==> src/rtl/bced_pkg.sv <==
// Shared types, constants and codes of the button click event detector.
package bced_pkg;

   localparam int TIME_WIDTH     = 32;
   localparam int PORT_WIDTH     = 8;
   localparam int CSR_DATA_WIDTH = 16;
   localparam int CSR_INDEX_WIDTH = 3;

   typedef logic [TIME_WIDTH-1:0]      time_type;
   typedef logic [PORT_WIDTH-1:0]      port_type;
   typedef logic [CSR_DATA_WIDTH-1:0]  csr_data_type;
   typedef logic [CSR_INDEX_WIDTH-1:0] csr_index_type;

   typedef enum logic [2:0] {
      EV_NONE   = 3'd0,
      EV_CLICK  = 3'd1,
      EV_DOUBLE = 3'd2,
      EV_TRIPLE = 3'd3,
      EV_LONG   = 3'd4
   } event_type;

   typedef enum logic {
      OP_SAMPLE = 1'b0,
      OP_CANCEL = 1'b1
   } op_type;

   localparam csr_index_type CSR_BUTTON_MASK       = 3'd0;
   localparam csr_index_type CSR_LONG_PRESS_LIMIT  = 3'd1;
   localparam csr_index_type CSR_MULTICLICK_ENABLE = 3'd2;
   localparam csr_index_type CSR_DEBOUNCE_TIME     = 3'd3;
   localparam csr_index_type CSR_REPORT_WINDOW     = 3'd4;
   localparam csr_index_type CSR_REPEAT_DELAY      = 3'd5;

   localparam port_type     RESET_BUTTON_MASK      = port_type'(1);
   localparam logic [15:0]  RESET_LONG_PRESS_LIMIT = 16'd0;
   localparam logic         RESET_MULTICLICK       = 1'b1;
   localparam logic [7:0]   RESET_DEBOUNCE_TIME    = 8'd40;
   localparam logic [15:0]  RESET_REPORT_WINDOW    = 16'd280;
   localparam logic [15:0]  RESET_REPEAT_DELAY     = 16'd700;

   localparam logic [1:0]   TALLY_MAX = 2'd3;

   typedef struct packed {
      port_type    button_mask;
      logic [15:0] long_press_limit;
      logic        multiclick_enable;
      logic [7:0]  debounce_time;
      logic [15:0] report_window;
      logic [15:0] repeat_delay;
   } cfg_type;

   typedef struct packed {
      logic       raw_level;
      logic       stable_level;
      time_type   raw_change_time;
      time_type   press_time;
      logic       press_valid;
      time_type   last_click_time;
      logic [1:0] click_tally;
      logic       click_pending;
      logic       cancel_flag;
   } state_type;

endpackage

==> src/rtl/bced_req_if.sv <==
// Sample channel: valid, ready and one sample item.
interface bced_req_if import bced_pkg::*; ();
   logic     valid;
   logic     ready;
   logic     operation;
   time_type now_ms;
   port_type port_state;
   logic     repeat_enable;

   modport source (output valid, output operation, output now_ms, output port_state,
                   output repeat_enable, input ready);
   modport sink (input valid, input operation, input now_ms, input port_state,
                 input repeat_enable, output ready);
endinterface

==> src/rtl/bced_rsp_if.sv <==
// Result channel: valid, ready and one event item.
interface bced_rsp_if import bced_pkg::*; ();
   logic       valid;
   logic       ready;
   logic [2:0] event_res;
   logic       debounced_pressed;

   modport source (output valid, output event_res, output debounced_pressed, input ready);
   modport sink (input valid, input event_res, input debounced_pressed, output ready);
endinterface

==> src/rtl/bced_eval.sv <==
// Next-state and event logic for one sample or cancel item.
module bced_eval import bced_pkg::*; (
   input  cfg_type   cfg,
   input  state_type cur,
   input  logic      operation,
   input  time_type  now_ms,
   input  port_type  port_state,
   input  logic      repeat_enable,
   output state_type nxt,
   output event_type ev
);

   logic     raw;
   logic     short_hold;
   time_type win;

   always_comb begin
      nxt        = cur;
      ev         = EV_NONE;
      raw        = 1'b0;
      short_hold = 1'b0;
      win        = '0;
      if (op_type'(operation) == OP_CANCEL) begin
         nxt.cancel_flag     = 1'b1;
         nxt.press_valid     = 1'b0;
         nxt.press_time      = '0;
         nxt.click_tally     = '0;
         nxt.last_click_time = '0;
         nxt.click_pending   = 1'b0;
      end else begin
         raw = (port_state & cfg.button_mask) != cfg.button_mask;
         if (raw != cur.raw_level) begin
            nxt.raw_level       = raw;
            nxt.raw_change_time = now_ms;
         end

         if (nxt.raw_level != cur.stable_level &&
             time_type'(now_ms - nxt.raw_change_time) >= time_type'(cfg.debounce_time)) begin
            if (nxt.raw_level) begin
               nxt.press_time  = now_ms;
               nxt.press_valid = 1'b1;
            end else begin
               short_hold = cur.press_valid &&
                  time_type'(now_ms - cur.press_time) < time_type'(cfg.long_press_limit);
               if (cfg.long_press_limit == '0 || short_hold) begin
                  if (cur.click_tally != TALLY_MAX) begin
                     nxt.click_tally = cur.click_tally + 2'd1;
                  end
                  nxt.last_click_time = now_ms;
                  nxt.click_pending   = 1'b1;
               end
               nxt.press_valid = 1'b0;
               nxt.press_time  = '0;
            end
            nxt.stable_level = nxt.raw_level;
         end

         if (!nxt.stable_level) begin
            nxt.cancel_flag = 1'b0;
         end

         if (cfg.long_press_limit != '0 && nxt.press_valid &&
             time_type'(now_ms - nxt.press_time) >= time_type'(cfg.long_press_limit)) begin
            if (nxt.click_pending) begin
               nxt.cancel_flag = 1'b1;
            end else begin
               ev = EV_LONG;
            end
            nxt.press_valid     = 1'b0;
            nxt.press_time      = '0;
            nxt.click_tally     = '0;
            nxt.last_click_time = '0;
            nxt.click_pending   = 1'b0;
         end

         if (nxt.stable_level && repeat_enable && nxt.press_valid &&
             time_type'(now_ms - nxt.press_time) >= time_type'(cfg.repeat_delay)) begin
            ev = EV_CLICK;
         end

         win = cfg.multiclick_enable ? time_type'(cfg.report_window) : '0;
         if (nxt.click_pending && !nxt.stable_level &&
             time_type'(now_ms - nxt.last_click_time) >= win) begin
            if (!nxt.cancel_flag) begin
               case (nxt.click_tally)
                  2'd1:    ev = EV_CLICK;
                  2'd2:    ev = EV_DOUBLE;
                  default: ev = EV_TRIPLE;
               endcase
            end
            nxt.click_tally     = '0;
            nxt.last_click_time = '0;
            nxt.click_pending   = 1'b0;
         end
      end
   end

endmodule

==> src/rtl/button_click_event_detector_unit.sv <==
// Top level of the button click event detector.
//
// Usage:
// - req_chan carries sample items (operation, now_ms, port_state, repeat_enable)
//   with valid/ready; a transfer happens when both are high at a clock edge.
// - rsp_chan returns one item per accepted input: event_res and the debounced
//   level, held in a result register until the receiver takes it.
// - The csr_ port writes one of six registers per cycle when csr_write_enable
//   is high; write only while no item is in flight.
// rsp_chan.valid rises in the cycle after an input transfer. One item is
// accepted every cycle while the receiver takes results; the evaluation of a sample
// sits in a single stage between the state registers and the result register.
// When the receiver stalls, the result register holds its item and req_chan
// stays ready only while that register is being emptied in the same cycle.
// Reset (synchronous, active high) loads the register defaults, clears all
// tracking state and empties the result register.
module button_click_event_detector_unit import bced_pkg::*; (
   input  logic              clock,
   input  logic              reset,
   bced_req_if.sink          req_chan,
   bced_rsp_if.source        rsp_chan,
   input  logic              csr_write_enable,
   input  csr_index_type     csr_index,
   input  csr_data_type      csr_write_data
);

   cfg_type   cfg_ff, cfg_in;
   state_type state_ff, state_nxt;
   event_type ev;
   logic      rsp_valid_ff, rsp_valid_in;
   logic [2:0] event_res_ff;
   logic      pressed_ff;
   logic      take;

   assign req_chan.ready = !rsp_valid_ff || rsp_chan.ready;
   assign take           = req_chan.valid && req_chan.ready;

   bced_eval u_eval (
      .cfg           (cfg_ff),
      .cur           (state_ff),
      .operation     (req_chan.operation),
      .now_ms        (req_chan.now_ms),
      .port_state    (req_chan.port_state),
      .repeat_enable (req_chan.repeat_enable),
      .nxt           (state_nxt),
      .ev            (ev)
   );

   always_comb begin
      cfg_in = cfg_ff;
      if (csr_write_enable) begin
         case (csr_index)
            CSR_BUTTON_MASK:       cfg_in.button_mask       = csr_write_data[PORT_WIDTH-1:0];
            CSR_LONG_PRESS_LIMIT:  cfg_in.long_press_limit  = csr_write_data[15:0];
            CSR_MULTICLICK_ENABLE: cfg_in.multiclick_enable = csr_write_data[0];
            CSR_DEBOUNCE_TIME:     cfg_in.debounce_time     = csr_write_data[7:0];
            CSR_REPORT_WINDOW:     cfg_in.report_window     = csr_write_data[15:0];
            CSR_REPEAT_DELAY:      cfg_in.repeat_delay      = csr_write_data[15:0];
            default:               cfg_in = cfg_ff;
         endcase
      end
   end

   always_ff @(posedge clock) begin
      if (reset) begin
         cfg_ff.button_mask       <= RESET_BUTTON_MASK;
         cfg_ff.long_press_limit  <= RESET_LONG_PRESS_LIMIT;
         cfg_ff.multiclick_enable <= RESET_MULTICLICK;
         cfg_ff.debounce_time     <= RESET_DEBOUNCE_TIME;
         cfg_ff.report_window     <= RESET_REPORT_WINDOW;
         cfg_ff.repeat_delay      <= RESET_REPEAT_DELAY;
      end else begin
         cfg_ff <= cfg_in;
      end
   end

   always_ff @(posedge clock) begin
      if (reset) begin
         state_ff <= '0;
      end else if (take) begin
         state_ff <= state_nxt;
      end
   end

   assign rsp_valid_in = take || (rsp_valid_ff && !rsp_chan.ready);

   always_ff @(posedge clock) begin
      if (reset) begin
         rsp_valid_ff <= 1'b0;
      end else begin
         rsp_valid_ff <= rsp_valid_in;
      end
   end

   // hold payload while the receiver stalls
   always_ff @(posedge clock) begin
      if (take) begin
         event_res_ff <= 3'(ev);
         pressed_ff   <= state_nxt.stable_level;
      end
   end

   assign rsp_chan.valid             = rsp_valid_ff;
   assign rsp_chan.event_res         = event_res_ff;
   assign rsp_chan.debounced_pressed = pressed_ff;

endmodule
==> src/flat_wrapper.sv <==
// flat-port wrapper written by rule: the top's interface ports become plain ports
module button_click_event_detector_unit_flat import bced_pkg::*;
  (clock, reset, csr_write_enable, csr_index, csr_write_data, req_chan_valid, req_chan_operation, req_chan_now_ms, req_chan_port_state, req_chan_repeat_enable, req_chan_ready, rsp_chan_valid, rsp_chan_event_res, rsp_chan_debounced_pressed, rsp_chan_ready);
  bced_req_if req_chan_i ();
  bced_rsp_if rsp_chan_i ();
  input  logic clock;
  input  logic reset;
  input  logic csr_write_enable;
  input  csr_index_type csr_index;
  input  csr_data_type csr_write_data;
  input wire logic [$bits(req_chan_i.valid)-1:0] req_chan_valid;
  input wire logic [$bits(req_chan_i.operation)-1:0] req_chan_operation;
  input wire logic [$bits(req_chan_i.now_ms)-1:0] req_chan_now_ms;
  input wire logic [$bits(req_chan_i.port_state)-1:0] req_chan_port_state;
  input wire logic [$bits(req_chan_i.repeat_enable)-1:0] req_chan_repeat_enable;
  output wire logic [$bits(req_chan_i.ready)-1:0] req_chan_ready;
  output wire logic [$bits(rsp_chan_i.valid)-1:0] rsp_chan_valid;
  output wire logic [$bits(rsp_chan_i.event_res)-1:0] rsp_chan_event_res;
  output wire logic [$bits(rsp_chan_i.debounced_pressed)-1:0] rsp_chan_debounced_pressed;
  input wire logic [$bits(rsp_chan_i.ready)-1:0] rsp_chan_ready;
  assign req_chan_i.valid = req_chan_valid;
  assign req_chan_i.operation = req_chan_operation;
  assign req_chan_i.now_ms = req_chan_now_ms;
  assign req_chan_i.port_state = req_chan_port_state;
  assign req_chan_i.repeat_enable = req_chan_repeat_enable;
  assign req_chan_ready = req_chan_i.ready;
  assign rsp_chan_valid = rsp_chan_i.valid;
  assign rsp_chan_event_res = rsp_chan_i.event_res;
  assign rsp_chan_debounced_pressed = rsp_chan_i.debounced_pressed;
  assign rsp_chan_i.ready = rsp_chan_ready;
  button_click_event_detector_unit u_core (.clock(clock), .reset(reset), .req_chan(req_chan_i), .rsp_chan(rsp_chan_i), .csr_write_enable(csr_write_enable), .csr_index(csr_index), .csr_write_data(csr_write_data));
endmodule
==> config.mk <==
export PLATFORM = sky130hd
export DESIGN_NAME = button_click_event_detector_unit_flat
export DESIGN_NICKNAME = d
export VERILOG_FILES = /design/src/rtl/bced_pkg.sv /design/src/rtl/bced_req_if.sv /design/src/rtl/bced_rsp_if.sv /design/src/rtl/bced_eval.sv /design/src/rtl/button_click_event_detector_unit.sv /design/src/flat_wrapper.sv
export SDC_FILE = /design/constraint.sdc
export NUM_CORES = 1
export LEC_CHECK = 0
export ABC_AREA = 0
export BUFFER_PORTS_ARGS = -buffer_cell sky130_fd_sc_hd__clkbuf_2
export CORE_ASPECT_RATIO = 1.75
export CORE_MARGIN = 2
export CORE_UTILIZATION = 30
export DETAILED_ROUTE_END_ITERATION = 8
export GPL_TIMING_DRIVEN = 0
export PLACE_DENSITY = 0.51
export RECOVER_POWER = 100
export SLEW_MARGIN = 20
export SYNTH_ARGS = -nofsm -noshare
export SYNTH_HDL_FRONTEND = slang
export SYNTH_SLANG_ARGS = --single-unit
==> constraint.sdc <==
create_clock -name clock -period 25.7 [get_ports clock]
set_input_delay 2.57 -clock clock [delete_from_list [all_inputs] [get_ports clock]]
set_output_delay 2.57 -clock clock [all_outputs]
set_load 0.02 [all_outputs]
==> flow_summary.toml, run 1 <==
[logic_synthesis]
synth_common_cells = "nand2_1 (428), ha_1 (223), a21oi_1 (218)"
ys_ff_latch = 172
yosysWarnings = 0
synth.largest_area_cell = "dfxtp_1"
syn_area_sq_um = 18300
synthTopCellsByArea = "dfxtp_1 (18%), ha_1 (15%), nand2_1 (8.8%), a21oi_1 (6.0%), o21ai_0 (4.3%)"
yosysMostFrequentCell = "nand2_1"
synthArstFlopShare_pct = 0
synth_top_area_share_pct = 18.4
synthFlopType = "dfxtp_1"
synth.yosys.seq_area_share_pct = 19.1
synth-edff-count = 4
syn_avg_cell_area_sq_um = 7.23
postSynthCellCount = 2526
synth_nets = 2819
ys_types = 98

[power]
p_sw_share_pct = 43.4
clock_power_share_pct = 25.4
p_seq_share_pct = 25.9
p_comb_share_pct = 48.7
powerDensity_nw_per_um2 = 53.9
p_leak_nw = 8.10
p_sw_uw = 471
ir_drop_uv = 50.7
p_int_uw = 614

[drt]
drt-total-wl_mm = 69.3
drt_iter0_drc = 1173
first_pass_iters = 7
vias = 18900
vias_per_cell = 5.53
ant_nets = 0
remaining_drc_errors = 0
wl_per_cell_microns = 20.3

[clocking]
clock-root-buffer = "clkbuf_16"
cts_resized = 0
cts_hold_buf = 0
cts_sinks = 172
clockBufferDepth = 2
clk_pin_slew_ps = 80
cts_setup_buffers = 0
cts_made_buffers = 17
h-tree-depth = 4
cts_tree = "done"
clkLatencyLatePin_ps = 490

[worst_hold_path]
min_from = "u_core.cfg_ff[23]"
hold_class = "reg2reg"

[critical_path]
cp_top_family = "compound AO/OA/AOI/OAI gates"
cp-start-kind = "input pin"
end_kind = "flip-flop"
cp_num_buf_inv = 10
cp_data_required_time_ps = 26120
cp_max_fo = 10
crit_slowest_cell = "o41ai_1"
critPathMaxStageDelay_ps = 1040
arrival_ps = 24210
worstSetupPathType = "in2reg"
crit_path_start = "req_chan_port_state[1]"
r2r-start = "u_core.cfg_ff[60]"

[floorplanning]
ios = 72
core-area_sq_um = 60200
dieArea_sq_um = 63000
start_util_pct = 30.4
rows = 119
die_width_microns = 191
die_height_microns = 330

[global_route]
grt_max_degree = 18
grtUsageTotal_pct = 22.1
grt_pass1_wl_mm = 107
grt_pass1_vias = 18600
antenna_found_initial = 0
overflow = 0

[timing]
hold_slack_ps = 460
setup_viol = 0
max_slew_margin_pct = 25.8
finalHoldViolCount = 0
grt_setup_unrepaired = "false"
clock_skew_ps = 22.1
fmax_mhz = 42.0
fin_setup_tns_ps = 0
worst_pin_slew_ps = 1100
min_period_over_period_pct = 92.6
drv_slew = 0
min_period_ps = 23790

[finish]
antennaDiodeCount = 0
drive_gt1_share_pct = 5.33
nNetsFinal = 2907
fill_cells = 6618
area_growth_syn_to_layout_pct = 10.3

[placed_design]
numPortBuffers = 69
dp_hpwl_mm = 57.4
place.gp.congestion = 0.967

[outcome]
status = "completed"

[job]
max_cap_viol_count = 0
-- power groups by stage --
stage          Sequential (mW)  Clock, mW  Combinational, mW
2_1_floorplan            0.287          0              0.375
3_5_place_dp             0.287          0              0.524
3_3_place_gp             0.287          0              0.517
5_1_grt                  0.282      0.289              0.592
4_1_cts                  0.281      0.280              0.528
6_report                 0.281      0.275              0.528
-- per-stage QoR --
stage / instances / util (%) / setup slack (ps) / area [sq um] / power, mW
6_report: 3413 / 33.5 / 1910 / 20100 / 1.08
5_1_grt: 3413 / 33.5 / 562 / 20100 / 1.16
4_1_cts: 3413 / 33.6 / 2380 / 20200 / 1.09
3_5_place_dp: 3381 / 32.6 / 1940 / 19600 / 0.811
3_3_place_gp: 3381 / 32.6 / 2060 / 19600 / 0.804
2_1_floorplan: 2526 / - / 8190 / 18300 / 0.661
-- flip-flops by register name (all words and copies together), names as in the netlist --
| register | cells |
|---|---|
| u_core.state_ff | 102 |
| u_core.cfg_ff | 65 |
| u_core.rsp_chan.event_res | 3 |
| u_core.rsp_chan.debounced_pressed | 1 |
| u_core.rsp_chan.valid | 1 |
-- cells in the final DEF (no fill, tap or decap), types with 9 or more instances in the layout --
| cell | count |
|---|---|
| nor3_1 | 55 |
| a31oi_1 | 17 |
| and3_1 | 14 |
| or3_1 | 16 |
| o22ai_1 | 13 |
| a22o_1 | 54 |
| clkbuf_2 | 61 |
| nand3_1 | 55 |
| nor2_1 | 171 |
| nand4_1 | 16 |
| o211ai_1 | 17 |
| and2_1 | 13 |
| nor4_1 | 21 |
| o21bai_1 | 16 |
| a31o_2 | 9 |
| nor2b_1 | 39 |
| ha_1 | 223 |
| mux2i_1 | 42 |
| o21ai_0 | 157 |
| nand2_1 | 428 |
| a211o_1 | 11 |
| a211oi_1 | 43 |
| nand2b_1 | 48 |
| clkbuf_1 | 103 |
| a21o_1 | 67 |
| xnor2_1 | 59 |
| o21a_1 | 23 |
| xor2_1 | 34 |
| nand3b_1 | 16 |
| dfxtp_1 | 168 |
| o31ai_1 | 11 |
| a21oi_1 | 218 |
| o2111ai_1 | 9 |
| clkbuf_16 | 17 |
| inv_1 | 164 |
-- cells by family (layout without fill, tap and decap cells) --
logic type	after synthesis	after routing	synth area share, %
compound gates	779	779	28.4
xor+xnor	93	93	4.46
fa+ha+maj	230	230	15.9
buf+inv	270	371	5.81
flops	172	172	19.1
mux	45	45	2.49
simple gates	937	937	23.9
-- tightest hold or removal path: stages (launching register included) --
cell and delay [ps]:
dfxtp_1 310, nand2_1 50, a21oi_1 50
-- area by class of cell --
cell class	count	area (sq um)	area share (%)
Multi-Input combinational cell	2084	13700	68.0
Sequential cell	172	3480	17.3
Tap cell	786	983	4.88
Inverter	167	627	3.11
Clock buffer	18	439	2.18
Buffer	103	428	2.12
Timing Repair Buffer	69	335	1.66
Clock inverter	14	151	0.752
-- final timing paths --
path / slack, ps / to / cells past startpoint
min reg2reg: 460 / u_core.cfg_ff[23] / 2
max reg2reg: 3700 / u_core.state_ff[34] / 74
min: 460 / u_core.cfg_ff[23] / 2
max: 1910 / u_core.state_ff[34] / 74
-- layer usage --
layer	GRT usage, %	vias to the layer above	part of all wire (%)
met1	24.1	8823	38
li1	-	9303	-
met3	2.14	206	3.8
met5	0	-	0
met2	39.8	544	50
met4	15.8	0	7.9
Note: power is estimated with default switching activity, not from simulation.
==> inputs of run 2 (changes only) <==
- RECOVER_POWER: 100 -> 50
- SLEW_MARGIN: 20 -> unset
==> run 2 against run 1 <==
  * Clock power hardly changed
  * Critical endpoint unchanged
  * Largest power group unchanged
  * First-iteration DRC count is 2.3% higher
  * Sequential power hardly changed
  * Combinational power hardly changed
  * Flip-flop and latch count stayed put
==> flow_summary.toml, run 2 (synthesized netlist as in run 1, its figures left out) <==
[global_route]
grt_pass1_vias = 18600
globalRouteMet2Util_pct = 39.8
use_met1_pct = 24.1
antenna_found_initial = 0
grtUsageTotal_pct = 22.1
overflow = 0
busiest_layer = "met2"
grt_max_degree = 18
grt_pass1_wl_mm = 107
met3_usage_pct = 2.14

[timing]
fin_setup_tns_ps = 0
setup_viol = 0
drv_slew = 0
fmax_mhz = 42.1
finalHoldViolCount = 0
min_period_ps = 23730
worst_pin_slew_ps = 1080
max_slew_margin_pct = 27.3
min_period_over_period_pct = 92.3
clock_skew_ps = 27.2
hold_slack_ps = 460
grt_setup_unrepaired = "false"

[finish]
top_register = "u_core.state_ff"
layout_common_cells = "nand2_1 (428), ha_1 (223), a21oi_1 (218), nor2_1 (171), dfxtp_1 (168)"
multi_input_area_sq_um = 13700
antennaDiodeCount = 0
largest_reg_flops = 102
area_growth_syn_to_layout_pct = 10.4
mostFrequentLayoutCell = "nand2_1"
ff_latch_area_sq_um = 3480
drive_gt1_share_pct = 5.67
nNetsFinal = 2907
fill_cells = 6620

[clocking]
clk_pin_slew_ps = 80
cts_resized = 0
clkLatencyLatePin_ps = 490
cts_setup_buffers = 0
h-tree-depth = 4
clock-root-buffer = "clkbuf_16"
cts_tree = "done"
cts_sinks = 172
cts_made_buffers = 17
cts_hold_buf = 0
clockBufferDepth = 2

[power]
p_leak_nw = 8.12
ir_drop_uv = 50.5
powerDensity_nw_per_um2 = 53.8

[drt]
wl_per_cell_microns = 20.3
drt-total-wl_mm = 69.3
ant_nets = 0
vias = 18800
vias_per_cell = 5.52
first_pass_iters = 8
remaining_drc_errors = 0
drt_iter0_drc = 1200

[floorplanning]
die_width_microns = 191
dieArea_sq_um = 63000
rows = 119
start_util_pct = 30.4
core-area_sq_um = 60200
ios = 72
die_height_microns = 330

[critical_path]
crit_slowest_cell = "o41ai_1"
path_common_cell = "o21ai_0"
cp_data_required_time_ps = 26120
arrival_ps = 24150
worstSetupPathType = "in2reg"
critPathMaxStageDelay_ps = 1020
cp_max_fo = 10
cp-start-kind = "input pin"
end_kind = "flip-flop"

[placed_design]
place.gp.congestion = 0.967
dp_hpwl_mm = 57.4
numPortBuffers = 69

[job]
max_cap_viol_count = 0

[outcome]
status = "completed"

[worst_hold_path]
hold_class = "reg2reg"
## run 2: changes by cell type in the layout (fill, tap and decap cells not counted), sizes merged
cell	change
buf	+6
clkbuf	-6
## run 2: metal layers
| metal | routed length, microns | part of all wire [%] |
|---|---|---|
| met1 | 26700 | 39 |
| met3 | 2520 | 3.6 |
| met5 | 0 | 0 |
| met2 | 34600 | 50 |
| met4 | 5370 | 7.8 |
## run 2: layout make-up
| type | count | share of cell area [%] |
|---|---|---|
| multi-input cells | 2084 | 68.0 |
| flip-flops and latches | 172 | 17.3 |
| well taps | 786 | 4.87 |
| inverters | 167 | 3.11 |
| clock buffers | 18 | 2.18 |
| plain buffers | 103 | 2.15 |
| repair buffers | 69 | 1.66 |
| clock inverters | 14 | 0.750 |
## run 2: final timing paths
check,from,end,slack [ps],cells after the start
hold reg to reg,u_core.cfg_ff[23],u_core.cfg_ff[23],460,2
setup reg to reg,u_core.cfg_ff[60],u_core.state_ff[34],3760,74
hold / removal,u_core.cfg_ff[23],u_core.cfg_ff[23],460,2
setup / recovery,req_chan_port_state[1],u_core.state_ff[34],1970,74
## run 2: power by group
| group | total (mW) | switching [mW] | internal (mW) | leakage, nW |
|---|---|---|---|---|
| Clock | 0.275 | 0.135 | 0.140 | 0.286 |
| Combinational | 0.530 | 0.332 | 0.198 | 6.43 |
| Sequential | 0.281 | 0.00520 | 0.276 | 1.40 |
## run 2: through the flow
stage | power, mW | util (%) | cells | worst slack [ps] | area (sq um)
floorplan | 0.661 | - | 2526 | 8190 | 18300
global placement | 0.804 | 32.6 | 3381 | 2060 | 19600
detailed placement | 0.811 | 32.6 | 3381 | 1940 | 19600
CTS | 1.09 | 33.6 | 3413 | 2380 | 20200
global route | 1.16 | 33.5 | 3413 | 687 | 20200
finish | 1.09 | 33.5 | 3413 | 1970 | 20200
## run 2: worst max-delay path, delay by kind of cell
kind	cells	cell delay, ps
AOI/OAI and AO/OA	33	8520
and+or+nand+nor	20	5550
buffers and inverters	10	4300
adders and majority gates	7	2260
xor gates and xnor gates	3	500
muxes	1	390
